`config.mk`:
```
export PLATFORM = sky130hd
export DESIGN_NAME = rk4_linear_oscillator_step_top
export DESIGN_NICKNAME = d
export VERILOG_FILES = /design/src/hdl/rk4o_pkg.sv /design/src/hdl/rk4o_scratch.sv /design/src/hdl/rk4o_alu.sv /design/src/hdl/rk4o_ctrl.sv /design/src/hdl/rk4_linear_oscillator_step_top.sv
export SDC_FILE = /design/constraint.sdc
export NUM_CORES = 2
export LEC_CHECK = 0
export ABC_CLOCK_PERIOD_IN_PS = 17400
export BUFFER_PORTS_ARGS = -buffer_cell sky130_fd_sc_hd__buf_2
export CAP_MARGIN = 40
export CORE_ASPECT_RATIO = 2
export CORE_UTILIZATION = 45
export DETAILED_ROUTE_END_ITERATION = 6
export SYNTH_ARGS = -nofsm -noshare
export SYNTH_HDL_FRONTEND = slang
export SYNTH_SLANG_ARGS = --single-unit
export TNS_END_PERCENT = 50
```
`constraint.sdc`:
```
create_clock -name aclk -period 17.4 [get_ports aclk]
set_input_delay 1.74 -clock aclk [delete_from_list [all_inputs] [get_ports aclk]]
set_output_delay 1.74 -clock aclk [all_outputs]
set_load 0.03 [all_outputs]
```
`src/hdl/rk4o_pkg.sv`:
```
// Shared types, codes and the step microprogram for the RK4 oscillator stepper.
package rk4o_pkg;

    localparam int DATA_W    = 32;
    localparam int DT_W      = 20;
    localparam int CFG_IDX_W = 3;
    localparam int PC_W      = 6;
    localparam int SCR_AW    = 4;
    localparam int SCR_DEPTH = 16;
    localparam int SRC_W     = 5;
    localparam int SRC_MEM_BIT = 4;   // set: operand lives in scratch memory

    localparam logic [PC_W-1:0] LAST_PC = 6'd49;

    typedef enum logic [CFG_IDX_W-1:0] {
        CFG_STIFFNESS = 3'd0,
        CFG_DAMPING   = 3'd1,
        CFG_CONST_ACC = 3'd2,
        CFG_START_POS = 3'd3,
        CFG_START_VEL = 3'd4
    } cfg_idx_t;

    typedef enum logic {
        OP_ADD = 1'b0,
        OP_MUL = 1'b1
    } op_t;

    // Operand / destination codes. Upper half maps to scratch addresses.
    typedef enum logic [SRC_W-1:0] {
        SRC_X     = 5'd0,
        SRC_V     = 5'd1,
        SRC_A     = 5'd2,
        SRC_B     = 5'd3,
        SRC_C     = 5'd4,
        SRC_DT    = 5'd5,
        SRC_HALF  = 5'd6,
        SRC_SIXTH = 5'd7,
        SRC_THIRD = 5'd8,
        SRC_KV0   = 5'd16,
        SRC_KX1   = 5'd17,
        SRC_KV1   = 5'd18,
        SRC_KX2   = 5'd19,
        SRC_KV2   = 5'd20,
        SRC_KX3   = 5'd21,
        SRC_KV3   = 5'd22,
        SRC_T0    = 5'd23,
        SRC_T1    = 5'd24,
        SRC_T2    = 5'd25,
        SRC_WX    = 5'd26,
        SRC_WV    = 5'd27
    } src_t;

    typedef struct packed {
        op_t  op;
        src_t dst;
        src_t src_a;
        src_t src_b;
    } uop_t;

    typedef enum logic [2:0] {
        ST_IDLE,
        ST_READ,
        ST_MUL,
        ST_WB,
        ST_DONE
    } state_t;

    typedef struct packed {
        logic start;     // input beat taken
        logic rd_en;     // fetch operands
        logic mul_en;    // capture product
        logic wb_en;     // write back result
        logic out_load;  // move state into output register
        uop_t uop;
    } ctl_t;

    function automatic uop_t make_uop(op_t op, src_t d, src_t a, src_t b);
        uop_t u;
        u.op    = op;
        u.dst   = d;
        u.src_a = a;
        u.src_b = b;
        return u;
    endfunction

    // One RK4 step. kx0 is the velocity itself.
    function automatic uop_t uop_rom(logic [PC_W-1:0] pc);
        uop_t u;
        case (pc)
            // kv0 = acc(x, v)
            6'd0:  u = make_uop(OP_MUL, SRC_T0, SRC_A, SRC_X);
            6'd1:  u = make_uop(OP_MUL, SRC_T1, SRC_B, SRC_V);
            6'd2:  u = make_uop(OP_ADD, SRC_T0, SRC_T0, SRC_T1);
            6'd3:  u = make_uop(OP_ADD, SRC_KV0, SRC_T0, SRC_C);
            // kx1
            6'd4:  u = make_uop(OP_MUL, SRC_T0, SRC_HALF, SRC_KV0);
            6'd5:  u = make_uop(OP_MUL, SRC_T0, SRC_T0, SRC_DT);
            6'd6:  u = make_uop(OP_ADD, SRC_KX1, SRC_V, SRC_T0);
            // kv1
            6'd7:  u = make_uop(OP_MUL, SRC_T0, SRC_HALF, SRC_V);
            6'd8:  u = make_uop(OP_MUL, SRC_T0, SRC_T0, SRC_DT);
            6'd9:  u = make_uop(OP_ADD, SRC_T2, SRC_X, SRC_T0);
            6'd10: u = make_uop(OP_MUL, SRC_T0, SRC_A, SRC_T2);
            6'd11: u = make_uop(OP_MUL, SRC_T1, SRC_B, SRC_KX1);
            6'd12: u = make_uop(OP_ADD, SRC_T0, SRC_T0, SRC_T1);
            6'd13: u = make_uop(OP_ADD, SRC_KV1, SRC_T0, SRC_C);
            // kx2
            6'd14: u = make_uop(OP_MUL, SRC_T0, SRC_HALF, SRC_KV1);
            6'd15: u = make_uop(OP_MUL, SRC_T0, SRC_T0, SRC_DT);
            6'd16: u = make_uop(OP_ADD, SRC_KX2, SRC_V, SRC_T0);
            // kv2
            6'd17: u = make_uop(OP_MUL, SRC_T0, SRC_HALF, SRC_KX1);
            6'd18: u = make_uop(OP_MUL, SRC_T0, SRC_T0, SRC_DT);
            6'd19: u = make_uop(OP_ADD, SRC_T2, SRC_X, SRC_T0);
            6'd20: u = make_uop(OP_MUL, SRC_T0, SRC_A, SRC_T2);
            6'd21: u = make_uop(OP_MUL, SRC_T1, SRC_B, SRC_KX2);
            6'd22: u = make_uop(OP_ADD, SRC_T0, SRC_T0, SRC_T1);
            6'd23: u = make_uop(OP_ADD, SRC_KV2, SRC_T0, SRC_C);
            // kx3
            6'd24: u = make_uop(OP_MUL, SRC_T0, SRC_KV2, SRC_DT);
            6'd25: u = make_uop(OP_ADD, SRC_KX3, SRC_V, SRC_T0);
            // kv3
            6'd26: u = make_uop(OP_MUL, SRC_T0, SRC_KX2, SRC_DT);
            6'd27: u = make_uop(OP_ADD, SRC_T2, SRC_X, SRC_T0);
            6'd28: u = make_uop(OP_MUL, SRC_T0, SRC_A, SRC_T2);
            6'd29: u = make_uop(OP_MUL, SRC_T1, SRC_B, SRC_KX3);
            6'd30: u = make_uop(OP_ADD, SRC_T0, SRC_T0, SRC_T1);
            6'd31: u = make_uop(OP_ADD, SRC_KV3, SRC_T0, SRC_C);
            // weighted sum of position slopes
            6'd32: u = make_uop(OP_MUL, SRC_T0, SRC_SIXTH, SRC_V);
            6'd33: u = make_uop(OP_MUL, SRC_T1, SRC_THIRD, SRC_KX1);
            6'd34: u = make_uop(OP_ADD, SRC_WX, SRC_T0, SRC_T1);
            6'd35: u = make_uop(OP_MUL, SRC_T0, SRC_THIRD, SRC_KX2);
            6'd36: u = make_uop(OP_ADD, SRC_WX, SRC_WX, SRC_T0);
            6'd37: u = make_uop(OP_MUL, SRC_T0, SRC_SIXTH, SRC_KX3);
            6'd38: u = make_uop(OP_ADD, SRC_WX, SRC_WX, SRC_T0);
            // weighted sum of velocity slopes
            6'd39: u = make_uop(OP_MUL, SRC_T0, SRC_SIXTH, SRC_KV0);
            6'd40: u = make_uop(OP_MUL, SRC_T1, SRC_THIRD, SRC_KV1);
            6'd41: u = make_uop(OP_ADD, SRC_WV, SRC_T0, SRC_T1);
            6'd42: u = make_uop(OP_MUL, SRC_T0, SRC_THIRD, SRC_KV2);
            6'd43: u = make_uop(OP_ADD, SRC_WV, SRC_WV, SRC_T0);
            6'd44: u = make_uop(OP_MUL, SRC_T0, SRC_SIXTH, SRC_KV3);
            6'd45: u = make_uop(OP_ADD, SRC_WV, SRC_WV, SRC_T0);
            // state update
            6'd46: u = make_uop(OP_MUL, SRC_T0, SRC_DT, SRC_WX);
            6'd47: u = make_uop(OP_ADD, SRC_X, SRC_X, SRC_T0);
            6'd48: u = make_uop(OP_MUL, SRC_T0, SRC_DT, SRC_WV);
            6'd49: u = make_uop(OP_ADD, SRC_V, SRC_V, SRC_T0);
            default: u = make_uop(OP_ADD, SRC_T0, SRC_T0, SRC_T0);
        endcase
        return u;
    endfunction

endpackage

```
`src/hdl/rk4o_scratch.sv`:
```
// Scratch register file for intermediate slopes: one write port, two registered reads.
module rk4o_scratch (
    input  logic                                aclk,
    input  logic                                wr_en,
    input  logic [rk4o_pkg::SCR_AW-1:0]         wr_addr,
    input  logic signed [rk4o_pkg::DATA_W-1:0]  wr_data,
    input  logic                                rd_en,
    input  logic [rk4o_pkg::SCR_AW-1:0]         rd_addr_a,
    input  logic [rk4o_pkg::SCR_AW-1:0]         rd_addr_b,
    output logic signed [rk4o_pkg::DATA_W-1:0]  rd_data_a,
    output logic signed [rk4o_pkg::DATA_W-1:0]  rd_data_b
);

    logic signed [rk4o_pkg::DATA_W-1:0] mem [rk4o_pkg::SCR_DEPTH];
    logic signed [rk4o_pkg::DATA_W-1:0] rd_a_reg;
    logic signed [rk4o_pkg::DATA_W-1:0] rd_b_reg;

    always_ff @(posedge aclk) begin
        if (wr_en) begin
            mem[wr_addr] <= wr_data;
        end
    end

    always_ff @(posedge aclk) begin
        if (rd_en) begin
            rd_a_reg <= mem[rd_addr_a];
            rd_b_reg <= mem[rd_addr_b];
        end
    end

    assign rd_data_a = rd_a_reg;
    assign rd_data_b = rd_b_reg;

endmodule

```
`src/hdl/rk4o_alu.sv`:
```
// Shared arithmetic unit: registered fixed-point multiply with floor and saturation,
// and a saturating add.
module rk4o_alu #(
    parameter int FRAC_BITS = 16
) (
    input  logic                                aclk,
    input  logic                                mul_en,
    input  rk4o_pkg::op_t                       op,
    input  logic signed [rk4o_pkg::DATA_W-1:0]  op_a,
    input  logic signed [rk4o_pkg::DATA_W-1:0]  op_b,
    output logic signed [rk4o_pkg::DATA_W-1:0]  result
);

    localparam int PROD_W = 2 * rk4o_pkg::DATA_W;
    localparam logic signed [rk4o_pkg::DATA_W-1:0] S_MAX = {1'b0, {(rk4o_pkg::DATA_W-1){1'b1}}};
    localparam logic signed [rk4o_pkg::DATA_W-1:0] S_MIN = {1'b1, {(rk4o_pkg::DATA_W-1){1'b0}}};

    logic signed [PROD_W-1:0]          prod_reg;
    logic signed [PROD_W-1:0]          prod_next;
    logic signed [PROD_W-1:0]          shifted;
    logic [PROD_W-rk4o_pkg::DATA_W:0]  top_bits;
    logic signed [rk4o_pkg::DATA_W-1:0] mul_res;
    logic signed [rk4o_pkg::DATA_W:0]  sum;
    logic signed [rk4o_pkg::DATA_W-1:0] add_res;

    assign prod_next = PROD_W'(op_a) * PROD_W'(op_b);

    always_ff @(posedge aclk) begin
        if (mul_en) begin
            prod_reg <= prod_next;
        end
    end

    // arithmetic shift gives floor; saturate when the upper bits are not all sign
    always_comb begin
        shifted  = prod_reg >>> FRAC_BITS;
        top_bits = shifted[PROD_W-1:rk4o_pkg::DATA_W-1];
        if ((&top_bits) || !(|top_bits)) begin
            mul_res = shifted[rk4o_pkg::DATA_W-1:0];
        end else if (shifted[PROD_W-1]) begin
            mul_res = S_MIN;
        end else begin
            mul_res = S_MAX;
        end
    end

    always_comb begin
        sum = {op_a[rk4o_pkg::DATA_W-1], op_a} + {op_b[rk4o_pkg::DATA_W-1], op_b};
        if (sum[rk4o_pkg::DATA_W] == sum[rk4o_pkg::DATA_W-1]) begin
            add_res = sum[rk4o_pkg::DATA_W-1:0];
        end else if (sum[rk4o_pkg::DATA_W]) begin
            add_res = S_MIN;
        end else begin
            add_res = S_MAX;
        end
    end

    assign result = (op == rk4o_pkg::OP_MUL) ? mul_res : add_res;

endmodule

```
`src/hdl/rk4o_ctrl.sv`:
```
// Microprogram sequencer: walks the RK4 step program one operation at a time.
module rk4o_ctrl (
    input  logic                 aclk,
    input  logic                 aresetn,
    input  logic                 s_valid,
    input  logic                 out_free,
    output logic                 s_ready,
    output rk4o_pkg::ctl_t       ctl
);

    rk4o_pkg::state_t              state_reg;
    rk4o_pkg::state_t              state_next;
    logic [rk4o_pkg::PC_W-1:0]     pc_reg;
    logic [rk4o_pkg::PC_W-1:0]     pc_next;
    rk4o_pkg::uop_t                uop;
    logic                          last_op;

    assign uop     = rk4o_pkg::uop_rom(pc_reg);
    assign last_op = (pc_reg == rk4o_pkg::LAST_PC);

    always_ff @(posedge aclk) begin
        if (!aresetn) begin
            state_reg <= rk4o_pkg::ST_IDLE;
            pc_reg    <= '0;
        end else begin
            state_reg <= state_next;
            pc_reg    <= pc_next;
        end
    end

    always_comb begin
        state_next = state_reg;
        unique case (state_reg)
            rk4o_pkg::ST_IDLE: begin
                if (s_valid) state_next = rk4o_pkg::ST_READ;
            end
            rk4o_pkg::ST_READ: begin
                state_next = (uop.op == rk4o_pkg::OP_MUL) ? rk4o_pkg::ST_MUL : rk4o_pkg::ST_WB;
            end
            rk4o_pkg::ST_MUL: begin
                state_next = rk4o_pkg::ST_WB;
            end
            rk4o_pkg::ST_WB: begin
                state_next = last_op ? rk4o_pkg::ST_DONE : rk4o_pkg::ST_READ;
            end
            rk4o_pkg::ST_DONE: begin
                if (out_free) state_next = rk4o_pkg::ST_IDLE;
            end
            default: state_next = rk4o_pkg::ST_IDLE;
        endcase
    end

    always_comb begin
        pc_next = pc_reg;
        if (state_reg == rk4o_pkg::ST_IDLE) begin
            pc_next = '0;
        end else if (state_reg == rk4o_pkg::ST_WB && !last_op) begin
            pc_next = pc_reg + 1'b1;
        end
    end

    always_comb begin
        s_ready      = (state_reg == rk4o_pkg::ST_IDLE);
        ctl.start    = s_ready && s_valid;
        ctl.rd_en    = (state_reg == rk4o_pkg::ST_READ);
        ctl.mul_en   = (state_reg == rk4o_pkg::ST_MUL);
        ctl.wb_en    = (state_reg == rk4o_pkg::ST_WB);
        ctl.out_load = (state_reg == rk4o_pkg::ST_DONE) && out_free;
        ctl.uop      = uop;
    end

endmodule

```
`src/hdl/rk4_linear_oscillator_step_top.sv`:
```
// Top level of the RK4 stepper for x'' = a*x + b*x' + c in signed fixed point.
//
// Each input beat advances the kept position and velocity by one classic
// fourth-order Runge-Kutta step of length s_time_step (unsigned, FRAC_BITS
// fraction bits); s_restart first reloads both from the start registers. The
// step runs as a 50-operation microprogram (28 multiplies, 22 adds) on a single
// shared multiply/add unit: a multiply passes through operand fetch, product
// register and shift/saturate write-back, an add through operand fetch and
// write-back. No new input beat is taken until the step has finished and its
// result has moved into the output register; a finished step waits while
// that register is still full. The result sits in an output register, so a
// new beat is taken while a finished result still waits for m_ready. Products
// floor and saturate to 32 bits, sums saturate. Configuration writes (index
// 0..4: stiffness, damping, constant acceleration, start position, start
// velocity) are registered; indexes beyond 4 are dropped.
module rk4_linear_oscillator_step_top #(
    parameter int FRAC_BITS = 16
) (
    input  logic                                  aclk,
    input  logic                                  aresetn,
    // configuration
    input  logic                                  cfg_wr_en,
    input  logic [rk4o_pkg::CFG_IDX_W-1:0]        cfg_index,
    input  logic [rk4o_pkg::DATA_W-1:0]           cfg_wdata,
    // step input
    input  logic                                  s_valid,
    output logic                                  s_ready,
    input  logic [rk4o_pkg::DT_W-1:0]             s_time_step,
    input  logic                                  s_restart,
    // result output
    output logic                                  m_valid,
    input  logic                                  m_ready,
    output logic signed [rk4o_pkg::DATA_W-1:0]    m_position,
    output logic signed [rk4o_pkg::DATA_W-1:0]    m_velocity
);

    localparam int W = rk4o_pkg::DATA_W;

    // fixed-point constants 0.5, 1/6, 1/3 (rounded)
    localparam longint unsigned Q_ONE = 64'd1 << FRAC_BITS;
    localparam logic signed [W-1:0] Q_HALF  = W'(Q_ONE >> 1);
    localparam logic signed [W-1:0] Q_SIXTH = W'((Q_ONE + 64'd3) / 64'd6);
    localparam logic signed [W-1:0] Q_THIRD = W'((Q_ONE + 64'd1) / 64'd3);

    // configuration registers
    logic signed [W-1:0] stiff_reg;
    logic signed [W-1:0] damp_reg;
    logic signed [W-1:0] const_reg;
    logic signed [W-1:0] start_pos_reg;
    logic signed [W-1:0] start_vel_reg;

    // kept state and the latched step length
    logic signed [W-1:0]            x_reg;
    logic signed [W-1:0]            v_reg;
    logic [rk4o_pkg::DT_W-1:0]      dt_reg;

    // operand fetch
    logic signed [W-1:0] fix_a_reg;
    logic signed [W-1:0] fix_b_reg;
    logic                a_mem_reg;
    logic                b_mem_reg;
    logic signed [W-1:0] scr_rd_a;
    logic signed [W-1:0] scr_rd_b;
    logic signed [W-1:0] op_a;
    logic signed [W-1:0] op_b;
    logic signed [W-1:0] alu_res;
    logic                scr_wr_en;

    // output register
    logic                m_valid_reg;
    logic signed [W-1:0] m_pos_reg;
    logic signed [W-1:0] m_vel_reg;
    logic                out_free;

    rk4o_pkg::ctl_t      ctl;

    assign out_free = !m_valid_reg || m_ready;

    rk4o_ctrl u_ctrl (
        .aclk     (aclk),
        .aresetn  (aresetn),
        .s_valid  (s_valid),
        .out_free (out_free),
        .s_ready  (s_ready),
        .ctl      (ctl)
    );

    // config writes; out-of-range index is ignored
    always_ff @(posedge aclk) begin
        if (!aresetn) begin
            stiff_reg     <= '0;
            damp_reg      <= '0;
            const_reg     <= '0;
            start_pos_reg <= '0;
            start_vel_reg <= '0;
        end else if (cfg_wr_en) begin
            unique case (rk4o_pkg::cfg_idx_t'(cfg_index))
                rk4o_pkg::CFG_STIFFNESS: stiff_reg     <= cfg_wdata;
                rk4o_pkg::CFG_DAMPING:   damp_reg      <= cfg_wdata;
                rk4o_pkg::CFG_CONST_ACC: const_reg     <= cfg_wdata;
                rk4o_pkg::CFG_START_POS: start_pos_reg <= cfg_wdata;
                rk4o_pkg::CFG_START_VEL: start_vel_reg <= cfg_wdata;
                default: ;
            endcase
        end
    end

    // state: restart load on the input beat, program write-back otherwise
    always_ff @(posedge aclk) begin
        if (!aresetn) begin
            x_reg <= '0;
            v_reg <= '0;
        end else if (ctl.start) begin
            if (s_restart) begin
                x_reg <= start_pos_reg;
                v_reg <= start_vel_reg;
            end
        end else if (ctl.wb_en) begin
            if (ctl.uop.dst == rk4o_pkg::SRC_X) x_reg <= alu_res;
            if (ctl.uop.dst == rk4o_pkg::SRC_V) v_reg <= alu_res;
        end
    end

    always_ff @(posedge aclk) begin
        if (ctl.start) begin
            dt_reg <= s_time_step;
        end
    end

    // non-scratch operand select
    function automatic logic signed [W-1:0] fixed_val(rk4o_pkg::src_t s);
        logic signed [W-1:0] val;
        unique case (s)
            rk4o_pkg::SRC_X:     val = x_reg;
            rk4o_pkg::SRC_V:     val = v_reg;
            rk4o_pkg::SRC_A:     val = stiff_reg;
            rk4o_pkg::SRC_B:     val = damp_reg;
            rk4o_pkg::SRC_C:     val = const_reg;
            rk4o_pkg::SRC_DT:    val = W'(dt_reg);
            rk4o_pkg::SRC_HALF:  val = Q_HALF;
            rk4o_pkg::SRC_SIXTH: val = Q_SIXTH;
            rk4o_pkg::SRC_THIRD: val = Q_THIRD;
            default:             val = '0;
        endcase
        return val;
    endfunction

    always_ff @(posedge aclk) begin
        if (ctl.rd_en) begin
            fix_a_reg <= fixed_val(ctl.uop.src_a);
            fix_b_reg <= fixed_val(ctl.uop.src_b);
            a_mem_reg <= ctl.uop.src_a[rk4o_pkg::SRC_MEM_BIT];
            b_mem_reg <= ctl.uop.src_b[rk4o_pkg::SRC_MEM_BIT];
        end
    end

    assign scr_wr_en = ctl.wb_en && ctl.uop.dst[rk4o_pkg::SRC_MEM_BIT];

    rk4o_scratch u_scratch (
        .aclk      (aclk),
        .wr_en     (scr_wr_en),
        .wr_addr   (ctl.uop.dst[rk4o_pkg::SCR_AW-1:0]),
        .wr_data   (alu_res),
        .rd_en     (ctl.rd_en),
        .rd_addr_a (ctl.uop.src_a[rk4o_pkg::SCR_AW-1:0]),
        .rd_addr_b (ctl.uop.src_b[rk4o_pkg::SCR_AW-1:0]),
        .rd_data_a (scr_rd_a),
        .rd_data_b (scr_rd_b)
    );

    assign op_a = a_mem_reg ? scr_rd_a : fix_a_reg;
    assign op_b = b_mem_reg ? scr_rd_b : fix_b_reg;

    rk4o_alu #(
        .FRAC_BITS (FRAC_BITS)
    ) u_alu (
        .aclk   (aclk),
        .mul_en (ctl.mul_en),
        .op     (ctl.uop.op),
        .op_a   (op_a),
        .op_b   (op_b),
        .result (alu_res)
    );

    // result beat register
    always_ff @(posedge aclk) begin
        if (!aresetn) begin
            m_valid_reg <= 1'b0;
        end else if (ctl.out_load) begin
            m_valid_reg <= 1'b1;
        end else if (m_ready) begin
            m_valid_reg <= 1'b0;
        end
    end

    always_ff @(posedge aclk) begin
        if (ctl.out_load) begin
            m_pos_reg <= x_reg;
            m_vel_reg <= v_reg;
        end
    end

    assign m_valid    = m_valid_reg;
    assign m_position = m_pos_reg;
    assign m_velocity = m_vel_reg;

    // a new result only appears after the program finished
    a_valid_from_done: assert property (@(posedge aclk) disable iff (!aresetn)
        $rose(m_valid) |-> $past(ctl.out_load))
        else $error("result beat raised without a finished step");

    // multiply write-back always follows a product capture
    a_mul_wb_order: assert property (@(posedge aclk) disable iff (!aresetn)
        (ctl.wb_en && ctl.uop.op == rk4o_pkg::OP_MUL) |-> $past(ctl.mul_en))
        else $error("multiply written back without product");

    // no input beat while the program runs
    a_busy_not_ready: assert property (@(posedge aclk) disable iff (!aresetn)
        (ctl.rd_en || ctl.mul_en || ctl.wb_en) |-> !s_ready)
        else $error("input ready during a step");

    // restart loads the start position into the state
    a_restart_load: assert property (@(posedge aclk) disable iff (!aresetn)
        (s_valid && s_ready && s_restart) |=> (x_reg == $past(start_pos_reg)))
        else $error("restart did not load start position");

endmodule

```
==> results.json <==
{
  "outcome": "finished with violations",
  "violations": "design-rule violations",
  "startpoint_type": "flip-flop",
  "cts_buffer_depth": 3,
  "drtIter0Drc": 6124,
  "crit_arrival_ns": 11.90,
  "drc": 15,
  "layout_commonest_cell": "fa_1",
  "cp_slowest_cell": "clkinv_1",
  "fin_crit_sh_pct": 65.3,
  "drive_gt1_share_pct": 13.9,
  "wl_per_cell_um": 34.1,
  "ys_types": 88,
  "synth_area_leader_cell": "edfxtp_1",
  "die-area_um2": 182000,
  "crit_required_ns": 17.93,
  "rsz0062_at_grt": "no",
  "yosys-top-cells-area": "edfxtp_1, fa_1, mux4_2, dfxtp_1, inv_1",
  "ys_ff_latch": 1024,
  "clock-skew-final_ns": 0.0670,
  "globalplace.congestion": 1.12,
  "worstMarginPinSlew_ns": 1.04,
  "max_cap_violations": 0,
  "tns_ns": 0,
  "synthCells": 7087,
  "synth-edff-count": 774,
  "synth_ff_type": "edfxtp_1",
  "maxSlewHeadroom_pct": 30.7,
  "cts-resized-gates": 0,
  "setup_viol": 0,
  "grt_first_pass_wirelength_um": 460000,
  "wl_um": 326000,
  "min_path_type": "reg -> reg",
  "rows": 219,
  "synth_top_area_share_pct": 28.7,
  "maxSlewViolCount": 0,
  "cpPeakStageDelay_ns": 0.80,
  "syn_area_um2": 80900,
  "io_buffers": 126,
  "drt-pass1-iter-count": 7,
  "clk_pin_slew_ns": 0.08,
  "clkSinkCount": 1024,
  "antenna_found_initial": 26,
  "fp.coreArea_um2": 178000,
  "drt-vias-per-instance": 6.19,
  "die_y_um": 602,
  "timing.fmax_mhz": 88.0,
  "critPathMaxFanout": 24,
  "critPathKind": "reg -> reg",
  "grt.total_usage_pct": 36.7,
  "async_reset_ff_share_pct": 0,
  "numCtsBuffers": 85,
  "avgSynthCellArea_um2": 11.4,
  "initial_utilization_pct": 45.4,
  "finalCriticalPeriod_ns": 11.37,
  "holdWs_ns": 0.464,
  "dp_hpwl_um": 242000,
  "yosysSeqAreaShare_pct": 34.9,
  "area_growth_pct": 9.90,
  "via_count": 59300,
  "grt_overflow_total": 0,
  "n_fill_cell": 15900,
  "cts_hold_buffers": 0,
  "synth_nets": 8458,
  "hold_violations": 0,
  "grt_pass1_vias": 63600,
  "cts_setup_buffers": 0,
  "end_kind": "flip-flop",
  "largest_reg_flops": 512,
  "fp.dieW_um": 302,
  "cts-root-buf": "clkbuf_16",
  "grt_max_degree": 134,
  "final_cell_mix": "fa_1, inv_1, nand2_1",
  "htreeDepth": 3,
  "final_antenna_net_count": 0,
  "nets": 8535,
  "clk_latency_ns": 0.72,
  "cts_tree": "built",
  "ys_warn_count": 0,
  "path_common_cell": "fa_1",
  "num_io_pins": 127
}
[worst max-delay path, delay by kind of cell, from the launching register on]
family,cells,cell delay [ns]
fa+ha+maj,9,4.46
compound gates,6,1.69
simple gates,5,1.56
flops,1,0.34
buf+inv,8,2.74
mux,1,0.33
[Yosys cell counts (all sizes together), types with 12 or more instances]
| library cell | number |
|---|---|
| a22oi | 105 |
| clkbuf | 348 |
| xor2 | 32 |
| nor3 | 39 |
| a21oi | 220 |
| nor2 | 615 |
| mux4 | 320 |
| fa | 1082 |
| xnor2 | 62 |
| clkinv | 33 |
| o211ai | 27 |
| nand4 | 48 |
| a211oi | 13 |
| buf | 54 |
| inv | 1032 |
| dfxtp | 250 |
| nand3 | 69 |
| o21ai | 136 |
| ha | 228 |
| a21boi | 166 |
| a222oi | 28 |
| edfxtp | 774 |
| a21o | 38 |
| nor4 | 12 |
| and3 | 15 |
| mux2i | 69 |
| o31ai | 16 |
| a311oi | 19 |
| a31oi | 52 |
| o21a | 16 |
| nand2 | 1018 |
[area by class of cell]
cell class / instances / area, um2 / area share [%]
inverters: 1065 / 4000 / 4.50
multi-input cells: 4596 / 47700 / 53.7
flip-flops and latches: 1024 / 28300 / 31.8
diodes: 14 / 35.0 / 0.0394
clock inverters: 59 / 753 / 0.847
clock buffers: 101 / 2220 / 2.50
repair buffers: 392 / 3020 / 3.39
well taps: 2320 / 2900 / 3.27
[worst paths after layout]
| path | from | to | slack [ns] | depth (start not counted) |
|---|---|---|---|---|
| setup / recovery | a_mem_reg | u_alu.prod_reg[57] | 6.03 | 29 |
| hold / removal | start_pos_reg[26] | start_pos_reg[26] | 0.46 | 2 |
| hold reg to reg | start_pos_reg[26] | start_pos_reg[26] | 0.46 | 2 |
| setup reg to reg | a_mem_reg | u_alu.prod_reg[57] | 6.03 | 29 |
[metal layers]
layer | vias to the layer above | part of all wire (%) | global-route usage [%]
li1 | 23800 | - | -
met1 | 30800 | 29 | 35.8
met2 | 3313 | 51 | 63.0
met3 | 1337 | 7.1 | 6.41
met4 | 12 | 13 | 38.0
met5 | - | 0.027 | 0
[through the flow]
step	cells	instance area [um2]	utilization, %	setup slack [ns]
final	9571	88900	49.9	6.03
after global routing	9564	88900	49.9	5.88
after CTS	9550	88800	49.9	5.97
after detailed placement	9390	85800	48.2	6.06
after global placement	9340	85100	47.8	3.80
after floorplan	7087	80900	-	8.32
[logic make-up (layout without fill, tap and decap cells)]
logic type	count (synthesis)	in the layout	synth area share [%]
DFF	1024	1024	34.9
xor gates and xnor gates	94	94	1.02
and+or+nand+nor	1876	1876	9.36
buffers and inverters	1467	1617	6.84
AOI/OAI and AO/OA	926	926	7.79
other	0	14	0
muxes	390	390	9.78
adders and majority gates	1310	1310	30.3
Power is not shown: default switching activity piles up to over one toggle a cycle in this logic, so the estimate is an artifact.
